### src/rtl/core/rc4_pkg.sv
// Shared constants, codes and types of the RC4 stream cipher block.
package rc4_pkg;

  // Table size must be a power of two up to 256 so that index sums wrap by truncation
  localparam int STATE_SIZE = 256;
  localparam int KEY_MAX    = 16;
  localparam int WORD_W     = 8;
  localparam int IDX_W      = $clog2(STATE_SIZE);
  localparam int KEY_AW     = (KEY_MAX > 1) ? $clog2(KEY_MAX) : 1;
  localparam int KLEN_W     = 5;

  localparam logic [KLEN_W-1:0] KLEN_RESET = KLEN_W'(4);

  typedef enum logic [1:0] {
    CMD_KEY  = 2'd0,
    CMD_KSA  = 2'd1,
    CMD_ENC  = 2'd2,
    CMD_NONE = 2'd3
  } cmd_t;

  typedef enum logic [3:0] {
    ST_IDLE,
    ST_E_RDJ,
    ST_E_WRI,
    ST_E_WRJ,
    ST_E_RDT,
    ST_E_OUT,
    ST_K_RDA,
    ST_K_ADD,
    ST_K_ADDK,
    ST_K_WRA,
    ST_K_WRB
  } state_t;

  typedef struct packed {
    logic              clr;
    logic              rd_en;
    logic [IDX_W-1:0]  rd_addr;
    logic              wr_en;
    logic [IDX_W-1:0]  wr_addr;
    logic [WORD_W-1:0] wr_data;
  } perm_req_t;

  typedef struct packed {
    logic              valid;
    logic [WORD_W-1:0] cipher;
    logic [WORD_W-1:0] ks;
  } result_t;

endpackage

### src/rtl/core/rc4_stream_cipher.sv
// Top level of the RC4 stream cipher: handshakes, key length register, result register.
//
//   channel  direction  handshake          payload
//   in_      input      in_valid/in_stall  in_command[1:0], in_value[7:0]
//   out_     output     out_valid/out_stall out_cipher_word[7:0], out_keystream_word[7:0]
//   cfg_     input      cfg_wr_en          cfg_wr_data[4:0] (key_length)
//
// Load-key items leave the block idle; encrypt items are sequenced by three dependent reads,
// two writes and the result hand-off on the single permutation table port pair.
// Key schedule swaps per entry via RDA, ADD, ADDK, WRA, WRB: two table reads, two writes.
// Reset leaves the table as the identity through per-entry valid bits, no clearing pass.
// in_stall stays high while an item is in progress; a stalled result waits in the
// output register and the next item is still accepted behind it.
module rc4_stream_cipher (
  input  logic                       clk,
  input  logic                       rst_n,
  input  logic                       in_valid,
  output logic                       in_stall,
  input  logic [1:0]                 in_command,
  input  logic [rc4_pkg::WORD_W-1:0] in_value,
  output logic                       out_valid,
  input  logic                       out_stall,
  output logic [rc4_pkg::WORD_W-1:0] out_cipher_word,
  output logic [rc4_pkg::WORD_W-1:0] out_keystream_word,
  input  logic                       cfg_wr_en,
  input  logic [rc4_pkg::KLEN_W-1:0] cfg_wr_data
);
  import rc4_pkg::*;

  logic [KLEN_W-1:0] key_length_r;
  logic              out_valid_r;
  logic [WORD_W-1:0] out_cipher_r;
  logic [WORD_W-1:0] out_ks_r;
  logic              out_free;
  logic              idle;
  perm_req_t         perm_req;
  logic [WORD_W-1:0] perm_rd_data;
  result_t           result;

  assign out_free = !out_valid_r || !out_stall;

  rc4_ctrl u_ctrl (
    .clk          (clk),
    .rst_n        (rst_n),
    .in_valid     (in_valid),
    .in_command   (in_command),
    .in_value     (in_value),
    .key_length   (key_length_r),
    .out_free     (out_free),
    .idle         (idle),
    .perm_req     (perm_req),
    .perm_rd_data (perm_rd_data),
    .result       (result)
  );

  rc4_perm u_perm (
    .clk     (clk),
    .rst_n   (rst_n),
    .req     (perm_req),
    .rd_data (perm_rd_data)
  );

  always_ff @(posedge clk) begin
    if (!rst_n) begin
      key_length_r <= KLEN_RESET;
    end else if (cfg_wr_en) begin
      key_length_r <= cfg_wr_data;
    end
  end

  always_ff @(posedge clk) begin
    if (!rst_n) begin
      out_valid_r <= 1'b0;
    end else if (result.valid) begin
      out_valid_r <= 1'b1;
    end else if (!out_stall) begin
      out_valid_r <= 1'b0;
    end
  end

  always_ff @(posedge clk) begin
    if (result.valid) begin
      out_cipher_r <= result.cipher;
      out_ks_r     <= result.ks;
    end
  end

  assign in_stall           = !idle;
  assign out_valid          = out_valid_r;
  assign out_cipher_word    = out_cipher_r;
  assign out_keystream_word = out_ks_r;

  a_enc_goes_busy: assert property (@(posedge clk) disable iff (!rst_n)
    in_valid && !in_stall && in_command == CMD_ENC |=> in_stall)
    else $error("encrypt item did not make the block busy");

  a_key_no_stall: assert property (@(posedge clk) disable iff (!rst_n)
    in_valid && !in_stall && in_command == CMD_KEY |=> !in_stall)
    else $error("key load item left the block busy");

  a_result_has_slot: assert property (@(posedge clk) disable iff (!rst_n)
    result.valid |-> (!out_valid_r || !out_stall))
    else $error("result issued over a pending output item");

  a_result_while_busy: assert property (@(posedge clk) disable iff (!rst_n)
    result.valid |-> in_stall)
    else $error("result issued while the block was idle");

endmodule

### src/rtl/core/rc4_ram.sv
// Generic single-port-write, single-port-read RAM with registered read data.
module rc4_ram #(
  parameter int WIDTH = 8,
  parameter int DEPTH = 256,
  localparam int AW   = (DEPTH > 1) ? $clog2(DEPTH) : 1
) (
  input  logic             clk,
  input  logic             wr_en,
  input  logic [AW-1:0]    wr_addr,
  input  logic [WIDTH-1:0] wr_data,
  input  logic             rd_en,
  input  logic [AW-1:0]    rd_addr,
  output logic [WIDTH-1:0] rd_data
);

  logic [WIDTH-1:0] mem [DEPTH];
  logic [WIDTH-1:0] rd_data_r;

  always_ff @(posedge clk) begin
    if (wr_en) begin
      mem[wr_addr] <= wr_data;
    end
    if (rd_en) begin
      rd_data_r <= mem[rd_addr];
    end
  end

  assign rd_data = rd_data_r;

endmodule

### src/rtl/core/rc4_perm.sv
// Permutation table: RAM plus per-entry valid bits; an unwritten entry reads as its index.
module rc4_perm (
  input  logic                       clk,
  input  logic                       rst_n,
  input  rc4_pkg::perm_req_t         req,
  output logic [rc4_pkg::WORD_W-1:0] rd_data
);
  import rc4_pkg::*;

  logic [STATE_SIZE-1:0] vld_r;
  logic                  vld_q_r;
  logic [IDX_W-1:0]      addr_q_r;
  logic [WORD_W-1:0]     ram_q;

  rc4_ram #(
    .WIDTH (WORD_W),
    .DEPTH (STATE_SIZE)
  ) u_ram (
    .clk     (clk),
    .wr_en   (req.wr_en),
    .wr_addr (req.wr_addr),
    .wr_data (req.wr_data),
    .rd_en   (req.rd_en),
    .rd_addr (req.rd_addr),
    .rd_data (ram_q)
  );

  // clearing all valid bits restores the identity permutation at once
  always_ff @(posedge clk) begin
    if (!rst_n) begin
      vld_r <= '0;
    end else if (req.clr) begin
      vld_r <= '0;
    end else if (req.wr_en) begin
      vld_r[req.wr_addr] <= 1'b1;
    end
  end

  always_ff @(posedge clk) begin
    if (req.rd_en) begin
      vld_q_r  <= vld_r[req.rd_addr];
      addr_q_r <= req.rd_addr;
    end
  end

  assign rd_data = vld_q_r ? ram_q : WORD_W'(addr_q_r);

endmodule

### src/rtl/core/rc4_ctrl.sv
// Sequencer with one shared index adder: key store, key schedule and keystream steps.
module rc4_ctrl (
  input  logic                       clk,
  input  logic                       rst_n,
  input  logic                       in_valid,
  input  logic [1:0]                 in_command,
  input  logic [rc4_pkg::WORD_W-1:0] in_value,
  input  logic [rc4_pkg::KLEN_W-1:0] key_length,
  input  logic                       out_free,
  output logic                       idle,
  output rc4_pkg::perm_req_t         perm_req,
  input  logic [rc4_pkg::WORD_W-1:0] perm_rd_data,
  output rc4_pkg::result_t           result
);
  import rc4_pkg::*;

  state_t            state_r, state_nxt;
  logic [IDX_W-1:0]  i_r, i_nxt;
  logic [IDX_W-1:0]  j_r, j_nxt;
  logic [IDX_W-1:0]  t_r, t_nxt;
  logic [WORD_W-1:0] si_r, si_nxt;
  logic [WORD_W-1:0] sj_r, sj_nxt;
  logic [WORD_W-1:0] val_r, val_nxt;
  logic [KEY_AW-1:0] kidx_r, kidx_nxt;
  logic [KEY_AW-1:0] key_wpos_r, key_wpos_nxt;
  logic [WORD_W-1:0] key_mem_r [KEY_MAX];
  logic              key_we;

  logic [IDX_W-1:0]  add_a, add_b, add_sum;
  logic [KLEN_W-1:0] eff_len;
  logic [KEY_AW-1:0] kidx_inc;
  logic              accept;
  cmd_t              cmd;

  assign add_sum = add_a + add_b;
  assign cmd     = cmd_t'(in_command);
  assign accept  = in_valid && (state_r == ST_IDLE);
  assign idle    = (state_r == ST_IDLE);

  // zero length acts as one, lengths past the store saturate
  always_comb begin
    eff_len = key_length;
    if (key_length == '0) begin
      eff_len = KLEN_W'(1);
    end else if (key_length > KLEN_W'(KEY_MAX)) begin
      eff_len = KLEN_W'(KEY_MAX);
    end
  end

  assign kidx_inc = (KLEN_W'(kidx_r) == eff_len - KLEN_W'(1)) ? '0 : kidx_r + KEY_AW'(1);

  always_comb begin
    state_nxt = state_r;
    case (state_r)
      ST_IDLE: begin
        if (accept) begin
          case (cmd)
            CMD_KSA: state_nxt = ST_K_RDA;
            CMD_ENC: state_nxt = ST_E_RDJ;
            default: state_nxt = ST_IDLE;
          endcase
        end
      end
      ST_E_RDJ:  state_nxt = ST_E_WRI;
      ST_E_WRI:  state_nxt = ST_E_WRJ;
      ST_E_WRJ:  state_nxt = ST_E_RDT;
      ST_E_RDT:  state_nxt = ST_E_OUT;
      ST_E_OUT: begin
        if (out_free) begin
          state_nxt = ST_IDLE;
        end
      end
      ST_K_RDA:  state_nxt = ST_K_ADD;
      ST_K_ADD:  state_nxt = ST_K_ADDK;
      ST_K_ADDK: state_nxt = ST_K_WRA;
      ST_K_WRA:  state_nxt = ST_K_WRB;
      ST_K_WRB: begin
        state_nxt = (i_r == IDX_W'(STATE_SIZE - 1)) ? ST_IDLE : ST_K_RDA;
      end
      default:   state_nxt = ST_IDLE;
    endcase
  end

  always_comb begin
    perm_req     = '0;
    result       = '0;
    add_a        = i_r;
    add_b        = IDX_W'(1);
    i_nxt        = i_r;
    j_nxt        = j_r;
    t_nxt        = t_r;
    si_nxt       = si_r;
    sj_nxt       = sj_r;
    val_nxt      = val_r;
    kidx_nxt     = kidx_r;
    key_wpos_nxt = key_wpos_r;
    key_we       = 1'b0;
    case (state_r)
      ST_IDLE: begin
        if (accept) begin
          case (cmd)
            CMD_KEY: begin
              key_we       = 1'b1;
              key_wpos_nxt = (key_wpos_r == KEY_AW'(KEY_MAX - 1)) ? '0
                                                                   : key_wpos_r + KEY_AW'(1);
            end
            CMD_KSA: begin
              perm_req.clr = 1'b1;
              i_nxt        = '0;
              j_nxt        = '0;
              kidx_nxt     = '0;
            end
            CMD_ENC: begin
              i_nxt            = add_sum;
              perm_req.rd_en   = 1'b1;
              perm_req.rd_addr = add_sum;
              val_nxt          = in_value;
            end
            default: begin
            end
          endcase
        end
      end
      ST_E_RDJ: begin
        si_nxt           = perm_rd_data;
        add_a            = j_r;
        add_b            = IDX_W'(perm_rd_data);
        j_nxt            = add_sum;
        perm_req.rd_en   = 1'b1;
        perm_req.rd_addr = add_sum;
      end
      ST_E_WRI: begin
        sj_nxt           = perm_rd_data;
        perm_req.wr_en   = 1'b1;
        perm_req.wr_addr = i_r;
        perm_req.wr_data = perm_rd_data;
      end
      ST_E_WRJ: begin
        perm_req.wr_en   = 1'b1;
        perm_req.wr_addr = j_r;
        perm_req.wr_data = si_r;
        add_a            = IDX_W'(si_r);
        add_b            = IDX_W'(sj_r);
        t_nxt            = add_sum;
      end
      ST_E_RDT: begin
        perm_req.rd_en   = 1'b1;
        perm_req.rd_addr = t_r;
      end
      ST_E_OUT: begin
        // hold the keystream word until the output slot frees up
        if (out_free) begin
          result.valid  = 1'b1;
          result.cipher = val_r ^ perm_rd_data;
          result.ks     = perm_rd_data;
        end
      end
      ST_K_RDA: begin
        perm_req.rd_en   = 1'b1;
        perm_req.rd_addr = i_r;
      end
      ST_K_ADD: begin
        si_nxt = perm_rd_data;
        add_a  = j_r;
        add_b  = IDX_W'(perm_rd_data);
        t_nxt  = add_sum;
      end
      ST_K_ADDK: begin
        add_a            = t_r;
        add_b            = IDX_W'(key_mem_r[kidx_r]);
        j_nxt            = add_sum;
        perm_req.rd_en   = 1'b1;
        perm_req.rd_addr = add_sum;
      end
      ST_K_WRA: begin
        perm_req.wr_en   = 1'b1;
        perm_req.wr_addr = i_r;
        perm_req.wr_data = perm_rd_data;
      end
      ST_K_WRB: begin
        perm_req.wr_en   = 1'b1;
        perm_req.wr_addr = j_r;
        perm_req.wr_data = si_r;
        kidx_nxt         = kidx_inc;
        // last step: leave both generator indices at zero
        if (i_r == IDX_W'(STATE_SIZE - 1)) begin
          i_nxt = '0;
          j_nxt = '0;
        end else begin
          i_nxt = add_sum;
        end
      end
      default: begin
      end
    endcase
  end

  always_ff @(posedge clk) begin
    if (!rst_n) begin
      state_r    <= ST_IDLE;
      i_r        <= '0;
      j_r        <= '0;
      kidx_r     <= '0;
      key_wpos_r <= '0;
    end else begin
      state_r    <= state_nxt;
      i_r        <= i_nxt;
      j_r        <= j_nxt;
      kidx_r     <= kidx_nxt;
      key_wpos_r <= key_wpos_nxt;
    end
  end

  always_ff @(posedge clk) begin
    t_r   <= t_nxt;
    si_r  <= si_nxt;
    sj_r  <= sj_nxt;
    val_r <= val_nxt;
    if (key_we) begin
      key_mem_r[key_wpos_r] <= in_value;
    end
  end

endmodule
### config.mk
export PLATFORM = sky130hd
export DESIGN_NAME = rc4_stream_cipher
export DESIGN_NICKNAME = d
export VERILOG_FILES = /design/src/rtl/core/rc4_pkg.sv /design/src/rtl/core/rc4_stream_cipher.sv /design/src/rtl/core/rc4_ram.sv /design/src/rtl/core/rc4_perm.sv /design/src/rtl/core/rc4_ctrl.sv
export SDC_FILE = /design/constraint.sdc
export NUM_CORES = 2
export LEC_CHECK = 0
export BUFFER_PORTS_ARGS = -buffer_cell sky130_fd_sc_hd__buf_4
export CORE_ASPECT_RATIO = 0.8
export CORE_MARGIN = 4
export CORE_UTILIZATION = 45
export CTS_CLUSTER_DIAMETER = 200
export DETAILED_ROUTE_END_ITERATION = 8
export SLEW_MARGIN = 30
export SYNTH_ARGS = -nofsm -noshare
export SYNTH_HDL_FRONTEND = slang
export SYNTH_HIERARCHICAL = 1
export SYNTH_SLANG_ARGS = --single-unit
### constraint.sdc
create_clock -name clk -period 6.9 [get_ports clk]
set_input_delay 0.345 -clock clk [delete_from_list [all_inputs] [get_ports clk]]
set_output_delay 0.345 -clock clk [all_outputs]
set_load 0.01 [all_outputs]
# Word level (Yosys, flattened, before mapping)
# Memory sizes are Yosys's and may differ from the RTL's. A register that Yosys moved wholly into a read port is not among the register bits.
# Cells that the tools add are included.
dict set report totals {
  reg_bits 347
  mem_bits_rw 2176
  input_bits 20
  output_inout_bits 18
  memories 2
}
dict set report op_classes {
  n_addsub 4
  magnitude_cmp 4
  eq_ne 21
  mux 46
  bitwise 3
  reduce_logical 24
}
# name depth width read_ports rd_clocked_by_memory_dff write_ports line
set mem_list {}
lappend mem_list {u_perm.u_ram.mem 256 8 1 1 1 rc4_ram.sv:16} ;# logic [WIDTH-1:0] mem [DEPTH];
lappend mem_list {u_ctrl.key_mem_r 16 8 1 1 1 rc4_ctrl.sv:26} ;# logic [WORD_W-1:0] key_mem_r [KEY_MAX];
# op count
set op_table {}
lappend op_table {{bitwise OR 256 bit} 1}
lappend op_table {{one-hot mux 8 bit (3 select lines)} 3}
lappend op_table {{2-to-1 mux 8 bit} 6}
lappend op_table {{one-hot mux 4 bit (11 select lines)} 1}
lappend op_table {{one-hot mux 9 bit (4 select lines)} 1}
lappend op_table {{2-to-1 mux 17 bit} 2}
lappend op_table {{one-hot mux 17 bit (2 select lines)} 1}
lappend op_table {{2-to-1 mux 4 bit} 8}
lappend op_table {{one-hot mux 8 bit (2 select lines)} 2}
lappend op_table {{< comparator 8 x 9 -> 1 bit, second input constant} 2}
lappend op_table {{equality test 4 x 3 -> 1 bit, second input constant} 4}
lappend op_table {{equality test 4 bit, second input constant} 4}
lappend op_table {{2-to-1 mux 1 bit} 13}
lappend op_table {{AND reduction 3 bit} 4}
lappend op_table {{OR reduction 2 bit} 6}
lappend op_table {{2-to-1 mux 10 bit} 1}
lappend op_table {{2-to-1 mux 5 bit} 2}
lappend op_table {{2-to-1 mux 9 bit} 1}
lappend op_table {{adder 4 x 1 -> 4 bit, second input constant} 2}
lappend op_table {{adder 8 bit} 1}
lappend op_table {{binary-select mux 1 bit (select 8 bit)} 1}
lappend op_table {{demux 1 bit (select 8 bit)} 1}
lappend op_table {{equality test 4 x 2 -> 1 bit, second input constant} 2}
lappend op_table {{equality test 8 bit, second input constant} 1}
lappend op_table {{25 further kinds} 32}

# Longest topological paths before layout
dict set report logic_depth {
  depth_word 9
  depth_mapped 23
  mapped_depth_nobuf 19
}

# Hierarchy
# Netlist, hierarchy kept.
# mod n_inst cells_per_inst area_each_um2
set by_module_without_submodules {}
lappend by_module_without_submodules {rc4_ram 1 3733 79636.4}
lappend by_module_without_submodules {rc4_perm 1 1152 10526.3}
lappend by_module_without_submodules {rc4_ctrl 1 605 8665.8}
lappend by_module_without_submodules {rc4_stream_cipher 1 37 709.4}

# Worst setup path after synthesis
# Ideal clock, no wire load.
dict set report synth_path {
  path_type {register to register}
  start {register u_ctrl.state_r[1]}
  end {memory u_perm.u_ram.mem[0][0] (data pin)}
  setup_ns 0.865
  arrival_ns 4.796
  slack_ns 1.239
  path_stages_with_launch 9
  path_buffers 3
  synth_period_minus_slack_ns 5.661
  path_cell_list {dfxtp_1 buf_2 buf_2 nand2b_1 nor2_1 a21oi_1 nor2_1 clkbuf_1 a22o_1}
}
# element line
set synth_lines {}
lappend synth_lines {{start: declaration} rc4_ctrl.sv:17} ;# state_t state_r, state_nxt;
lappend synth_lines {{start signal: assignment} rc4_ctrl.sv:206} ;# state_r <= state_nxt;
lappend synth_lines {{end: declaration} rc4_ram.sv:16}

==> flow_summary.ini <==
[power_and_ir_drop]
power.internal_mw = 25.7
p_comb_share_pct = 12.6
power_density_nw_per_um2 = 304
power_leakage_nw = 34.9
power.sequential.fraction_pct = 49.9
netSwitchingPower_mw = 8.27
share_clk_of_total_power_pct = 37.5
switching_share_pct = 24.3
max-vdd-ir-drop_mv = 0.258

[timing]
max_freq_mhz = 150
finalSetupViolCount = 0
timing_worst_slew_pin_value_ns = 1.10
setup_total_negative_slack_ns = 0
final_period_minus_worst_setup_slack_ns = 6.67
rsz_0062_raised_after_global_routing = false
maxSlewHeadroom_pct = 26.9
finalHoldViolCount = 0
timing.final.ws_setup_ns = 0.232
worst_hold_slack_ns = 0.402
final.setup_skew_ns = 0.0941
slew_violations = 0
timing.final.crit_share_pct = 96.6

[synth]
synth_seq_cells = 2535
main_flop_type_after_synthesis = edfxtp_1
ys_warn_count = 6
synth_async_sr_flop_share_pct = 0
number_of_flops_mapped_to_enable_cells_by_yosys = 2241
yosys.cell_types.count = 85
synth_sequential_area_ratio_pct = 73.5
syn_area_per_cell_sq_um = 18.0
postSynthCellCount = 5527
syn_area_sq_um = 99500
post_syn_nets = 5561

[final_layout]
layout_cell_share_with_drive_strength_beyond_1_pct = 20.5
finalNetCount = 5742
final_core_utilization_pct = 50.8
final_cells = 8868
syn2layout_area_growth_pct = 12.3

[die]
initial_core_util_pct = 45.2
core.rowCount = 154
floorplan_core_area_sq_um = 220000
design.portCount = 38
dieArea_sq_um = 229000
chipHeight_microns = 429
floorplan.die.width_microns = 534

[place]
preCtsSetupSlack_ns = 0.152
post_dp_hpwl_mm = 157
finalWeightedCongestion = 0.875
port_buffers = 37
placed_cells = 8393

[worst_setup_path]
worst-setup-path-type = reg2reg
worst_setup_path_start_kind = flip-flop
worstPathRequired_ns = 7.52
endpoint_kind = flip-flop
timing.critical_path.fanout_max = 17
worstPathArrival_ns = 7.28

[global_route]
grt_antenna_before_repair = 14
grt_pass1_vias = 52300
grt_start_max_net_pins = 240
globalRouteOverflowTotal = 0
global_route_wire_length_before_repair_mm = 374
global_route.usage.total_pct = 22.1

[routing]
dr.pass1.iters = 8
total_via_count_after_detailed_routing = 53700
mean_routed_wirelength_per_cell_microns = 28.9
drtIter0Drc = 6904
detail-route-antenna-nets = 0
drt_wl_total_mm = 256
route.detailed.vias_per_inst = 6.05
remaining_drc_errors = 0

[clock_tree]
clock_tree_from_tritoncts = built
tritoncts.num_buffers = 243
cts.root.buffer_cell = clkbuf_16
clock_insertion_delay_worst_skew_ns = 0.91
cts_buffer_depth = 4
clkSlewWorstSetupHoldPaths_ns = 0.07
clock_sink_count = 2535
htree_levels = 4

[flow_run]
drv.max_cap_violation_count = 0

[worst_hold_path]
hold_path_class = in2reg

[outcome]
outcome = finished clean
state kept, by name, summed over array words and instances, names as in the netlist, named ones only:
| signal | count |
|---|---|
| key_length_r | 5 |
| out_cipher_word | 8 |
| out_keystream_word | 8 |
| out_valid | 1 |
| u_ctrl/i_r | 8 |
| u_ctrl/j_r | 8 |
| u_ctrl/key_mem_r | 128 |
| u_ctrl/key_wpos_r | 4 |
| u_ctrl/kidx_r | 4 |
| u_ctrl/si_r | 8 |
| u_ctrl/sj_r | 8 |
| u_ctrl/state_r | 4 |
| u_ctrl/t_r | 8 |
| u_ctrl/val_r | 8 |
| u_perm/addr_q_r | 8 |
| u_perm/u_ram/mem | 2048 |
| u_perm/u_ram/rd_data | 8 |
| u_perm/vld_q_r | 1 |
| u_perm/vld_r | 256 |
final timing paths:
check / start / endpoint / slack (ns) / cells after the start
worst max-delay path: flip-flop / u_perm/u_ram/rd_data[3] / 0.23 / 19
worst max register to register: flip-flop / u_perm/u_ram/rd_data[3] / 0.23 / 19
worst min register to register: u_perm/vld_r[218] / u_perm/vld_r[218] / 0.46 / 2
worst min-delay path: in_value[6] / u_ctrl/key_mem_r[7][6] / 0.40 / 2
per-stage QoR:
step / power (mW) / cell area, sq um
after floorplan: 20.1 / 99500
after global placement: 21.5 / 104000
after detailed placement: 21.6 / 104000
after CTS: 34.3 / 112000
after global routing: 35.2 / 112000
final: 34.0 / 112000
worst max-delay path, cell delays in order, from the launching register on:
cell	delay (ns)
dfxtp_2	0.69
mux4_2	0.59
mux4_2	0.48
a222oi_1	0.30
inv_1	0.14
fa_1	0.45
a21o_1	0.18
a21o_1	0.21
xor2_1	0.21
a222oi_1	0.40
inv_2	0.27
buf_12	0.24
buf_12	0.15
and2_1	0.16
buf_4	0.19
buf_4	0.24
a221oi_1	0.53
o32ai_1	0.24
nor3_1	0.60
nor4_1	0.14
logic make-up after synthesis:
logic type                 synth area share (%)
buffers and inverters                      2.14
AOI/OAI and AO/OA                          5.34
adders and majority gates                 0.184
and+or+nand+nor                            4.50
xor gates and xnor gates                  0.182
muxes                                      14.1
DFF                                        73.5
cell usage after synthesis, types with 13 or more instances:
| cell | instances | share of area [%] |
|---|---|---|
| o221ai_1 | 46 | 0.40 |
| buf_4 | 35 | 0.26 |
| buf_8 | 13 | 0.20 |
| a21oi_1 | 364 | 1.8 |
| o211ai_1 | 13 | 0.098 |
| o21ai_0 | 20 | 0.10 |
| nor2b_1 | 51 | 0.32 |
| nand2b_1 | 24 | 0.15 |
| a22oi_1 | 168 | 1.3 |
| mux2i_1 | 223 | 2.2 |
| nor2_1 | 634 | 2.4 |
| dfxtp_1 | 294 | 5.9 |
| a22o_1 | 25 | 0.22 |
| ha_1 | 13 | 0.16 |
| a31oi_1 | 17 | 0.11 |
| and2_1 | 31 | 0.19 |
| inv_1 | 27 | 0.10 |
| o22ai_1 | 52 | 0.33 |
| buf_2 | 48 | 0.24 |
| nand3_1 | 50 | 0.25 |
| clkbuf_1 | 196 | 0.74 |
| buf_6 | 26 | 0.29 |
| edfxtp_1 | 2241 | 68 |
| nand4_1 | 15 | 0.094 |
| mux4_2 | 513 | 12 |
| nand2_1 | 80 | 0.30 |
| nor4_1 | 33 | 0.21 |
| a211oi_1 | 21 | 0.16 |
| a221oi_1 | 22 | 0.19 |
| buf_1 | 29 | 0.11 |
| nor3_1 | 42 | 0.21 |
area by class of cell:
cell class / count / area [sq um]
inverters: 29 / 130
clock inverters: 144 / 1180
repair buffers: 292 / 2720
flip-flops and latches: 2535 / 73200
well taps: 2964 / 3710
fillers: 17700 / 108000
diodes: 5 / 12.5
clock buffers: 292 / 6320
multi-input cells: 2607 / 24600
power groups by stage:
stage / registers [mW] / clock network, mW / logic [mW]
2_1_floorplan: 17.4 / 0 / 2.77
3_3_place_gp: 17.3 / 0 / 4.22
3_5_place_dp: 17.3 / 0 / 4.25
4_1_cts: 17.0 / 13.0 / 4.27
5_1_grt: 17.0 / 13.7 / 4.51
6_report: 17.0 / 12.8 / 4.27
placed cells by master, fill, tap and decap left out, types with 16 or more instances in the layout:
master and instances:
a211oi_1 21, clkbuf_1 45, nand2_1 79, mux2i_1 223, buf_4 224, clkinv_1 68
buf_12 30, nor2_1 605, edfxtp_1 2241, dfxtp_1 293, a221oi_1 22, nor4_1 32
nor2b_1 48, and2_1 31, dlygate4sd3_1 29, a31oi_1 17, inv_1 21, clkbuf_16 244
a22o_1 16, nand3_1 50, a21oi_1 362, nor2_2 25, a22oi_1 168, clkinv_2 45
nand2b_1 23, nor3_1 30, bufinv_16 18, o221ai_1 46, o22ai_1 52, mux4_2 513
o21ai_0 19
layer usage:
layer	vias up	GRT usage, %	share of wire (%)	routed length (microns)
li1	22600	-	-	-
met1	28300	33.6	43	110000
met2	2437	32.6	45	115000
met3	370	4.76	9.6	24600
met4	0	5.23	2.4	6220
met5	-	0	0	0
repair_timing:
action,CTS,global route
resized for setup,0,1
hold endpoints to repair,155,0
setup endpoints to repair,0,1
hold buffers,29,0
setup buffers,0,0
No activity file was read; power rests on OpenSTA's default activity.
